`src/rtl/core/fbpa_pkg.sv`:
```
// ----------------------------------------------------------------------------
// fbpa_pkg
// Shared types and constants of the first-fit page bitmap allocator.
// ----------------------------------------------------------------------------
package fbpa_pkg;

  // Field widths of the transfer payloads and the register file.
  localparam int unsigned PageCountW = 11;
  localparam int unsigned StartPageW = 10;
  localparam int unsigned AddrW      = 32;
  localparam int unsigned ByteW      = 8;
  localparam int unsigned CfgAddrW   = 3;
  localparam int unsigned CfgDataW   = 32;

  // Register indexes, taken from paddr[2].
  localparam logic RegValidPages  = 1'b0;
  localparam logic RegBaseAddress = 1'b1;

  // Register reset values.
  localparam logic [PageCountW-1:0] ValidPagesRst  = 11'd1024;
  localparam logic [AddrW-1:0]      BaseAddressRst = 32'h0010_0000;

  // Request kinds.
  typedef enum logic {
    ACT_INIT  = 1'b0,
    ACT_ALLOC = 1'b1
  } action_e;

  // Request payload.
  typedef struct packed {
    action_e               action;
    logic [PageCountW-1:0] page_count;
  } alloc_req_t;

  // Response payload.
  typedef struct packed {
    logic                  granted;
    logic [StartPageW-1:0] start_page;
    logic [AddrW-1:0]      address;
  } alloc_rsp_t;

  // Configuration handed from the register file to the engine.
  typedef struct packed {
    logic [PageCountW-1:0] valid_pages;
    logic [AddrW-1:0]      base_address;
  } cfg_t;

endpackage

```
`src/rtl/core/fbpa_ram.sv`:
```
// ----------------------------------------------------------------------------
// fbpa_ram
// Bitmap store: one write port and one read port, read data registered.
// ----------------------------------------------------------------------------
module fbpa_ram import fbpa_pkg::*; #(
  parameter int unsigned DEPTH = 128,
  parameter int unsigned AW    = 7
) (
  input  logic             clk_i,
  input  logic             we_i,
  input  logic [AW-1:0]    waddr_i,
  input  logic [ByteW-1:0] wdata_i,
  input  logic             re_i,
  input  logic [AW-1:0]    raddr_i,
  output logic [ByteW-1:0] rdata_o
);

  logic [ByteW-1:0] mem_q [DEPTH];
  logic [ByteW-1:0] rdata_q;

  // Write port.
  always_ff @(posedge clk_i) begin
    if (we_i) begin
      mem_q[waddr_i] <= wdata_i;
    end
  end

  // Read port, with the read data registered.
  always_ff @(posedge clk_i) begin
    if (re_i) begin
      rdata_q <= mem_q[raddr_i];
    end
  end

  assign rdata_o = rdata_q;

endmodule

```
`src/rtl/core/fbpa_cfg.sv`:
```
// ----------------------------------------------------------------------------
// fbpa_cfg
// APB register file holding the page count and the base address.
// ----------------------------------------------------------------------------
module fbpa_cfg import fbpa_pkg::*; (
  input  logic                clk_i,
  input  logic                rst_ni,
  input  logic                psel,
  input  logic                penable,
  input  logic                pwrite,
  input  logic [CfgAddrW-1:0] paddr,
  input  logic [CfgDataW-1:0] pwdata,
  output logic [CfgDataW-1:0] prdata,
  output logic                pready,
  output cfg_t                cfg_o
);

  logic [PageCountW-1:0] valid_pages_q;
  logic [AddrW-1:0]      base_address_q;
  logic                  wr_en;

  assign pready = 1'b1;
  assign wr_en  = psel && penable && pwrite;

  // Register writes in the access phase.
  always_ff @(posedge clk_i or negedge rst_ni) begin
    if (!rst_ni) begin
      valid_pages_q  <= ValidPagesRst;
      base_address_q <= BaseAddressRst;
    end else if (wr_en) begin
      case (paddr[2])
        RegValidPages:  valid_pages_q  <= pwdata[PageCountW-1:0];
        RegBaseAddress: base_address_q <= pwdata;
        default: ;
      endcase
    end
  end

  // Read data mux.
  always_comb begin
    case (paddr[2])
      RegValidPages:  prdata = CfgDataW'(valid_pages_q);
      RegBaseAddress: prdata = base_address_q;
      default:        prdata = '0;
    endcase
  end

  assign cfg_o.valid_pages  = valid_pages_q;
  assign cfg_o.base_address = base_address_q;

endmodule

```
`src/rtl/core/fbpa_engine.sv`:
```
// ----------------------------------------------------------------------------
// fbpa_engine
// Sequencer around the bitmap store: clear, init, first-fit search, marking
// by read-modify-write, and the response register.
// ----------------------------------------------------------------------------
module fbpa_engine import fbpa_pkg::*; #(
  parameter int unsigned BITMAP_BYTES = 128,
  parameter int unsigned PAGE_SHIFT   = 12
) (
  input  logic       clk_i,
  input  logic       rst_ni,
  input  cfg_t       cfg_i,
  input  logic       req_valid_i,
  output logic       req_ready_o,
  input  alloc_req_t req_i,
  output logic       rsp_valid_o,
  input  logic       rsp_ready_i,
  output alloc_rsp_t rsp_o
);

  localparam int unsigned AW   = (BITMAP_BYTES > 1) ? $clog2(BITMAP_BYTES) : 1;
  localparam int unsigned PgW  = AW + 3;
  localparam int unsigned RunW = PgW + 1;
  localparam int unsigned CmpW = (RunW > PageCountW) ? RunW : PageCountW;
  localparam logic [AW-1:0] LastIdx = AW'(BITMAP_BYTES - 1);

  typedef enum logic [2:0] {
    ST_CLEAR,
    ST_IDLE,
    ST_INIT,
    ST_SEARCH,
    ST_MARK,
    ST_RESP
  } state_e;

  state_e                state_q, state_d;
  logic [AW-1:0]         idx_q, idx_d;
  logic                  rd_done_q, rd_done_d;
  logic                  proc_valid_q, proc_valid_d;
  logic [AW-1:0]         proc_idx_q, proc_idx_d;
  logic [PageCountW-1:0] want_q, want_d;
  logic [RunW-1:0]       run_q, run_d;
  logic [PgW-1:0]        rs_q, rs_d;
  logic [PgW-1:0]        start_q, start_d;
  logic [PgW-1:0]        end_q, end_d;
  logic                  found_q, found_d;
  logic                  out_valid_q, out_valid_d;
  alloc_rsp_t            rsp_q, rsp_d;

  logic                  mem_we;
  logic [AW-1:0]         mem_waddr;
  logic [ByteW-1:0]      mem_wdata;
  logic                  mem_re;
  logic [AW-1:0]         mem_raddr;
  logic [ByteW-1:0]      mem_rdata;

  logic [RunW-1:0]       scan_run;
  logic [PgW-1:0]        scan_rs;
  logic                  scan_hit;
  logic [PgW-1:0]        scan_end;
  logic [ByteW-1:0]      init_byte;
  logic [ByteW-1:0]      mark_mask;
  logic [PgW+PAGE_SHIFT-1:0] page_off;
  logic [AW-1:0]         end_byte;

  fbpa_ram #(
    .DEPTH (BITMAP_BYTES),
    .AW    (AW)
  ) u_ram (
    .clk_i   (clk_i),
    .we_i    (mem_we),
    .waddr_i (mem_waddr),
    .wdata_i (mem_wdata),
    .re_i    (mem_re),
    .raddr_i (mem_raddr),
    .rdata_o (mem_rdata)
  );

  assign end_byte = end_q[PgW-1:3];
  assign page_off = {start_q, {PAGE_SHIFT{1'b0}}};

  // Scan one bitmap byte, lowest page in the top bit, carrying the free run.
  always_comb begin
    scan_run = run_q;
    scan_rs  = rs_q;
    scan_hit = 1'b0;
    scan_end = end_q;
    for (int k = 0; k < ByteW; k++) begin
      if (!scan_hit) begin
        if (mem_rdata[ByteW-1-k]) begin
          scan_run = '0;
        end else begin
          if (scan_run == '0) begin
            scan_rs = {proc_idx_q, 3'(k)};
          end
          scan_run = scan_run + RunW'(1);
          if (CmpW'(scan_run) >= CmpW'(want_q)) begin
            scan_hit = 1'b1;
            scan_end = {proc_idx_q, 3'(k)};
          end
        end
      end
    end
  end

  // Init pattern: pages at or beyond the present count are used.
  // Mark pattern: pages inside the granted span are set.
  always_comb begin
    for (int k = 0; k < ByteW; k++) begin
      init_byte[ByteW-1-k] = CmpW'({idx_q, 3'(k)}) >= CmpW'(cfg_i.valid_pages);
      mark_mask[ByteW-1-k] = ({proc_idx_q, 3'(k)} >= start_q) &&
                             ({proc_idx_q, 3'(k)} <= end_q);
    end
  end

  // Sequencer next state.
  always_comb begin
    state_d     = state_q;
    idx_d       = idx_q;
    rd_done_d   = rd_done_q;
    want_d      = want_q;
    run_d       = run_q;
    rs_d        = rs_q;
    start_d     = start_q;
    end_d       = end_q;
    found_d     = found_q;
    out_valid_d = out_valid_q;
    rsp_d       = rsp_q;
    mem_we      = 1'b0;
    mem_waddr   = idx_q;
    mem_wdata   = '0;
    mem_re      = 1'b0;
    mem_raddr   = idx_q;

    // The receiver takes the pending response.
    if (out_valid_q && rsp_ready_i) begin
      out_valid_d = 1'b0;
    end

    case (state_q)
      ST_CLEAR: begin
        mem_we = 1'b1;
        if (idx_q == LastIdx) begin
          idx_d   = '0;
          state_d = ST_IDLE;
        end else begin
          idx_d = idx_q + AW'(1);
        end
      end
      ST_IDLE: begin
        if (req_valid_i) begin
          idx_d     = '0;
          rd_done_d = 1'b0;
          run_d     = '0;
          rs_d      = '0;
          start_d   = '0;
          end_d     = '0;
          found_d   = 1'b0;
          want_d    = req_i.page_count;
          if (req_i.action == ACT_INIT) begin
            state_d = ST_INIT;
          end else if (req_i.page_count == '0) begin
            state_d = ST_RESP;
          end else begin
            state_d = ST_SEARCH;
          end
        end
      end
      ST_INIT: begin
        mem_we    = 1'b1;
        mem_wdata = init_byte;
        if (idx_q == LastIdx) begin
          idx_d   = '0;
          state_d = ST_RESP;
        end else begin
          idx_d = idx_q + AW'(1);
        end
      end
      ST_SEARCH: begin
        mem_re = !rd_done_q;
        if (!rd_done_q) begin
          if (idx_q == LastIdx) begin
            rd_done_d = 1'b1;
          end else begin
            idx_d = idx_q + AW'(1);
          end
        end
        if (proc_valid_q) begin
          run_d = scan_run;
          rs_d  = scan_rs;
          if (scan_hit) begin
            // Drop the read in flight and restart at the first byte of the span.
            found_d   = 1'b1;
            start_d   = scan_rs;
            end_d     = scan_end;
            idx_d     = scan_rs[PgW-1:3];
            rd_done_d = 1'b0;
            mem_re    = 1'b0;
            state_d   = ST_MARK;
          end else if (proc_idx_q == LastIdx) begin
            state_d = ST_RESP;
          end
        end
      end
      ST_MARK: begin
        // Read one byte ahead while the previous one is written back.
        mem_re = !rd_done_q;
        if (!rd_done_q) begin
          if (idx_q == end_byte) begin
            rd_done_d = 1'b1;
          end else begin
            idx_d = idx_q + AW'(1);
          end
        end
        if (proc_valid_q) begin
          mem_we    = 1'b1;
          mem_waddr = proc_idx_q;
          mem_wdata = mem_rdata | mark_mask;
          if (proc_idx_q == end_byte) begin
            state_d = ST_RESP;
          end
        end
      end
      ST_RESP: begin
        if (!out_valid_q || rsp_ready_i) begin
          out_valid_d      = 1'b1;
          rsp_d.granted    = found_q;
          rsp_d.start_page = found_q ? StartPageW'(start_q) : '0;
          rsp_d.address    = found_q ? cfg_i.base_address + AddrW'(page_off) : '0;
          state_d          = ST_IDLE;
        end
      end
      default: begin
        state_d = ST_IDLE;
      end
    endcase
  end

  assign proc_valid_d = mem_re;
  assign proc_idx_d   = idx_q;
  assign req_ready_o  = (state_q == ST_IDLE);
  assign rsp_valid_o  = out_valid_q;
  assign rsp_o        = rsp_q;

  // State, sequencing registers and the response register.
  always_ff @(posedge clk_i or negedge rst_ni) begin
    if (!rst_ni) begin
      state_q      <= ST_CLEAR;
      idx_q        <= '0;
      rd_done_q    <= 1'b0;
      proc_valid_q <= 1'b0;
      found_q      <= 1'b0;
      out_valid_q  <= 1'b0;
      proc_idx_q   <= '0;
      want_q       <= '0;
      run_q        <= '0;
      rs_q         <= '0;
      start_q      <= '0;
      end_q        <= '0;
      rsp_q        <= '0;
    end else begin
      state_q      <= state_d;
      idx_q        <= idx_d;
      rd_done_q    <= rd_done_d;
      proc_valid_q <= proc_valid_d;
      found_q      <= found_d;
      out_valid_q  <= out_valid_d;
      proc_idx_q   <= proc_idx_d;
      want_q       <= want_d;
      run_q        <= run_d;
      rs_q         <= rs_d;
      start_q      <= start_d;
      end_q        <= end_d;
      rsp_q        <= rsp_d;
    end
  end

  // A write-back never targets the byte being read in the same cycle.
  assert property (@(posedge clk_i) disable iff (!rst_ni)
    (mem_we && mem_re) |-> (mem_waddr != mem_raddr))
    else $error("bitmap write and read collide on one byte");

  // A first-fit hit closes a run exactly as long as the request.
  assert property (@(posedge clk_i) disable iff (!rst_ni)
    (state_q == ST_SEARCH && proc_valid_q && scan_hit) |->
    (CmpW'(scan_run) == CmpW'(want_q)))
    else $error("search hit with a run of the wrong length");

  // A granted span covers exactly the requested page count.
  assert property (@(posedge clk_i) disable iff (!rst_ni)
    (state_q == ST_RESP && found_q) |->
    ((CmpW'(end_q) - CmpW'(start_q) + CmpW'(1)) == CmpW'(want_q)))
    else $error("granted span does not match the request");

  // Marking writes stay inside the bytes of the granted span.
  assert property (@(posedge clk_i) disable iff (!rst_ni)
    (state_q == ST_MARK && mem_we) |->
    (proc_idx_q >= start_q[PgW-1:3] && proc_idx_q <= end_byte))
    else $error("marking write outside the granted span");

endmodule

```
`src/rtl/core/first_fit_page_bitmap_allocator.sv`:
```
// ----------------------------------------------------------------------------
// first_fit_page_bitmap_allocator
// First-fit contiguous page allocator over a used-page bitmap.
// ----------------------------------------------------------------------------
// Requests arrive on the req channel (valid/ready) and each one produces one
// transfer on the rsp channel. An init request rewrites the bitmap so that
// every page at or beyond valid_pages is used; it answers with granted at 0.
// An allocate request searches for the lowest run of page_count free pages,
// marks it used and answers with the start page and its byte address.
// The bitmap lives in a one-port-read, one-port-write memory of BITMAP_BYTES
// bytes. Init rewrites every byte in turn and then answers. An allocation
// reads one byte per cycle and checks each byte in the cycle after its read;
// a failed search answers once the last byte is checked. A found run is then
// rewritten at one byte per cycle, each byte read one ahead of its write-back,
// and the answer follows the write of its last byte. A zero page count
// answers without a search. One request is in work at a time; the next is
// taken the cycle after the response loads. After reset a clearing pass
// writes zero to every byte, during which no request is taken; APB writes
// are taken as ever.
// The response sits in an output register, so a stalled receiver only holds
// the next response back; the following request is already accepted.
// ----------------------------------------------------------------------------
module first_fit_page_bitmap_allocator import fbpa_pkg::*; #(
  parameter int unsigned BITMAP_BYTES = 128,
  parameter int unsigned PAGE_SHIFT   = 12
) (
  input  logic                clk_i,
  input  logic                rst_ni,
  input  logic                psel,
  input  logic                penable,
  input  logic                pwrite,
  input  logic [CfgAddrW-1:0] paddr,
  input  logic [CfgDataW-1:0] pwdata,
  output logic [CfgDataW-1:0] prdata,
  output logic                pready,
  input  logic                req_valid_i,
  output logic                req_ready_o,
  input  alloc_req_t          req_i,
  output logic                rsp_valid_o,
  input  logic                rsp_ready_i,
  output alloc_rsp_t          rsp_o
);

  cfg_t cfg;

  // Configuration registers.
  fbpa_cfg u_cfg (
    .clk_i   (clk_i),
    .rst_ni  (rst_ni),
    .psel    (psel),
    .penable (penable),
    .pwrite  (pwrite),
    .paddr   (paddr),
    .pwdata  (pwdata),
    .prdata  (prdata),
    .pready  (pready),
    .cfg_o   (cfg)
  );

  // Bitmap sequencer and response register.
  fbpa_engine #(
    .BITMAP_BYTES (BITMAP_BYTES),
    .PAGE_SHIFT   (PAGE_SHIFT)
  ) u_engine (
    .clk_i       (clk_i),
    .rst_ni      (rst_ni),
    .cfg_i       (cfg),
    .req_valid_i (req_valid_i),
    .req_ready_o (req_ready_o),
    .req_i       (req_i),
    .rsp_valid_o (rsp_valid_o),
    .rsp_ready_i (rsp_ready_i),
    .rsp_o       (rsp_o)
  );

endmodule

```
`config.mk`:
```
export PLATFORM = sky130hd
export DESIGN_NAME = first_fit_page_bitmap_allocator
export DESIGN_NICKNAME = d
export VERILOG_FILES = /design/src/rtl/core/fbpa_pkg.sv /design/src/rtl/core/fbpa_ram.sv /design/src/rtl/core/fbpa_cfg.sv /design/src/rtl/core/fbpa_engine.sv /design/src/rtl/core/first_fit_page_bitmap_allocator.sv
export SDC_FILE = /design/constraint.sdc
export NUM_CORES = 2
export LEC_CHECK = 0
export BUFFER_PORTS_ARGS = -buffer_cell sky130_fd_sc_hd__clkbuf_2
export CAP_MARGIN = 20
export CORE_AREA = 4 4 378 380
export CTS_CLUSTER_DIAMETER = 100
export DETAILED_ROUTE_END_ITERATION = 10
export DIE_AREA = 0 0 382 384
export PLACE_DENSITY_LB_ADDON = 0.15
export SYNTH_ARGS = -nofsm -noshare
export SYNTH_HDL_FRONTEND = slang
export SYNTH_SLANG_ARGS = --single-unit
```
`constraint.sdc`:
```
create_clock -name clk_i -period 32.6 [get_ports clk_i]
set_clock_uncertainty 0.05 [all_clocks]
set_input_delay 6.52 -clock clk_i [delete_from_list [all_inputs] [get_ports clk_i]]
set_output_delay 6.52 -clock clk_i [all_outputs]
set_load 0.005 [all_outputs]
```
==> impl_metrics.env <==
export IMPL_startpoint="u_engine.run_q[0]"
export IMPL_dieArea_mm2=0.1467
export IMPL_setup_viol=0
export IMPL_ctsHoldBuffers=0
export IMPL_reg2regPathDepth=64
export IMPL_vias_per_cell=5.684
export IMPL_cts_buffer_depth=3
export IMPL_ios=132
export IMPL_crit_path_start_kind="register"
export IMPL_cts_tree="done"
export IMPL_grt_pass1_wl_mm=221.1
export IMPL_irDropWorstVdd_mv=0.06480
export IMPL_grt_pass1_vias=32520
export IMPL_maxCapViolations=0
export IMPL_cts_setup_buffers=0
export IMPL_worstSkewPairLatency_ns=0.76
export IMPL_syn_area_mm2=0.05540
export IMPL_wl_mm=148.4
export IMPL_die_h_um=384
export IMPL_finalCritPeriodShare_pct=55.88
export IMPL_synthCells=3570
export IMPL_slew_violations=0
export IMPL_slowest_stage="o21ai_1"
export IMPL_synth_cell_types=118
export IMPL_slowest_delay_ns=0.92
export IMPL_cp_data_required_time_ns=33.19
export IMPL_grtUsageTotal_pct=20.22
export IMPL_cts_resized_gates=0
export IMPL_floorplan_initialDensity_pct=39.80
export IMPL_crit_path_end_kind="register"
export IMPL_grt_max_degree=104
export IMPL_syn_nets=3765
export IMPL_layout_drive_gt1_share_pct=22.85
export IMPL_hold_path_class="reg -> reg"
export IMPL_grt_overflow=0
export IMPL_r2r_end="u_engine.want_q[0]"
export IMPL_final_cell_mix="1,032 x edfxtp_1, 336 x mux4_2, 264 x nand2_1"
export IMPL_reg2reg_setup_slack_ns=14.38
export IMPL_cts_clk_slew_worst_paths_ns=0.06
export IMPL_core_mm2=0.1392
export IMPL_area_growth_pct=13.23
export IMPL_cp_arrival_ns=18.81
export IMPL_timing_fmax_mhz=54.89
export IMPL_avgSynthCellArea_um2=15.52
export IMPL_fin_crit_ns=18.22
export IMPL_dr_total_vias=32460
export IMPL_drtIter0Drc=2757
export IMPL_layout_nets=3923
export IMPL_ant_nets=0
export IMPL_wl_per_cell_um=25.98
export IMPL_worst_pin_slew_ns=1.172
export IMPL_fp_row_count=137
export IMPL_holdCritStartpoint="u_engine.rsp_o[6]"
export IMPL_final_common_cell="edfxtp_1"
export IMPL_ys_warn_count=0
export IMPL_rsz0062_at_grt="false"
export IMPL_setup_tns_ns=0
export IMPL_port_buffers=128
export IMPL_hold_path_depth=2
export IMPL_cts_root_buf="clkbuf_16"
export IMPL_synth_ff_type="edfxtp_1"
export IMPL_clkSinkCount=1191
export IMPL_ys_seq_elements=1191
export IMPL_cts_buffers=131
export IMPL_synth_edf_count=1032
export IMPL_hold_viol_final=0
export IMPL_firstDrtPassIters=5
export IMPL_antenna_found_initial=3
export IMPL_leakage_nw=23.28
export IMPL_drc=0
export IMPL_place_hpwl_mm=96.90
export IMPL_whs_endpoint="u_engine.rsp_o[6]"
export IMPL_place_gp_congestion=0.8843
export IMPL_worstSetupPathType="reg -> reg"
export IMPL_die_x_um=382
export IMPL_worstPathMaxFanout=21
export IMPL_r2r_start="u_engine.run_q[0]"
export IMPL_power_mw=4.901
export IMPL_power_density_mw_per_mm2=78.13
export IMPL_cp_common_cell="nand2_1"
export IMPL_async_flop_share_pct=13.35
export IMPL_ys_seq_area_share_pct=63.13
export IMPL_slew_headroom_pct=21.59
export IMPL_outcome="finished clean"
export IMPL_ctsHtreeMaxLevel=4
-- cell families (layout without fill, tap and decap cells) --
group	after synthesis	after routing	synth area share, %
buf+inv	270	534	1.933
mux	419	419	15.33
compound gates	561	561	7.124
flops	1191	1191	63.13
xor+xnor	82	82	1.310
simple gates	905	905	7.964
fa+ha+maj	141	141	3.198
other cells	1	2	0.006769
-- cell usage after synthesis, drive strengths merged (11+ instances only) --
cell type	count	area share [%]
nor2b	24	0.27
mux4	336	14
a31oi	21	0.25
and2	42	0.48
a21oi	87	0.81
nand4	34	0.40
nand3	81	0.75
ha	140	3.2
dfrtp	157	7.1
nor3	57	0.53
a211oi	18	0.27
or3	22	0.28
and3	24	0.27
xor2	26	0.41
o31ai	11	0.20
buf	53	0.45
mux2i	15	0.28
mux2	68	1.4
nand2b	13	0.15
a21o	34	0.46
xnor2	56	0.90
o21a	33	0.45
nor2	254	1.7
inv	93	0.63
o22ai	21	0.26
nor4	23	0.29
clkbuf	119	0.81
nand2	265	1.8
o21ai	156	1.4
o211ai	34	0.50
edfxtp	1032	56
-- area by class of cell --
| cell class | instances | area, um2 |
|---|---|---|
| flip-flops and latches | 1191 | 34990 |
| well taps | 1876 | 2347 |
| clock buffers | 162 | 3488 |
| repair buffers | 198 | 1225 |
| inverters | 97 | 364.1 |
| multi-input cells | 2109 | 19450 |
| fillers | 12300 | 76460 |
| clock inverters | 77 | 857.1 |
| diodes | 1 | 2.502 |
-- sequential cells by signal, summed over array words and instances, names as in the netlist, 7 cells and up --
register and flops:
u_engine.rs_q 10, u_cfg.base_address_q 32, u_engine.want_q 11, u_engine.idx_q 7
u_engine.u_ram.mem_q 1024, u_engine.proc_idx_q 7, u_engine.end_q 10, u_cfg.valid_pages_q 11
u_engine.u_ram.rdata_o 8, u_engine.start_q 10, u_engine.rsp_o 43, u_engine.run_q 11
-- worst max-delay path, delay by kind of cell (launching register included) --
| family | cells | cell delay, ns |
|---|---|---|
| and+or+nand+nor | 27 | 7.55 |
| AOI/OAI and AO/OA | 19 | 5.63 |
| adders and majority gates | 8 | 2.49 |
| buffers and inverters | 7 | 1.16 |
| DFF | 1 | 0.62 |
| xor gates and xnor gates | 3 | 0.61 |
-- routing by layer --
metal	up-vias	GRT usage, %	part of all wire [%]
met3	205	3.790	5.6
li1	14550	-	-
met2	1018	32.00	47
met5	-	0	0
met1	16690	28.56	45
met4	0	6.084	2.9
-- worst max path at each step --
stage / to / slack, ns / cells after the start
2_1_floorplan: u_engine.start_q[3] / 18.26 / 72
3_3_place_gp: u_engine.want_q[0] / 14.48 / 64
3_5_place_dp: u_engine.want_q[0] / 14.59 / 66
4_1_cts: u_engine.want_q[0] / 14.53 / 66
5_1_grt: u_engine.want_q[0] / 13.08 / 69
6_report: u_engine.want_q[0] / 14.38 / 64
-- per-stage QoR --
step | util (%) | instances | hold WS (ns) | setup WS [ns] | cell area (um2)
after floorplan | - | 3570 | 0.3258 | 18.26 | 55400
after global placement | 41.90 | 5468 | 0.4153 | 14.48 | 58310
after detailed placement | 41.90 | 5468 | 0.4200 | 14.59 | 58310
after CTS | 45.02 | 5707 | 0.4329 | 14.53 | 62660
after global routing | 45.06 | 5710 | 0.4423 | 13.08 | 62720
final | 45.06 | 5711 | 0.4282 | 14.38 | 62730
-- report_power, final --
part | switching (mW) | leakage (nW) | internal (mW) | total (mW)
sequential | 0.0964 | 13.4 | 1.73 | 1.82
clock | 0.618 | 2.11 | 0.873 | 1.49
combinational | 0.980 | 7.81 | 0.608 | 1.59
total | 1.69 | 23.3 | 3.21 | 4.90
Power figures use the tool's default switching activity.
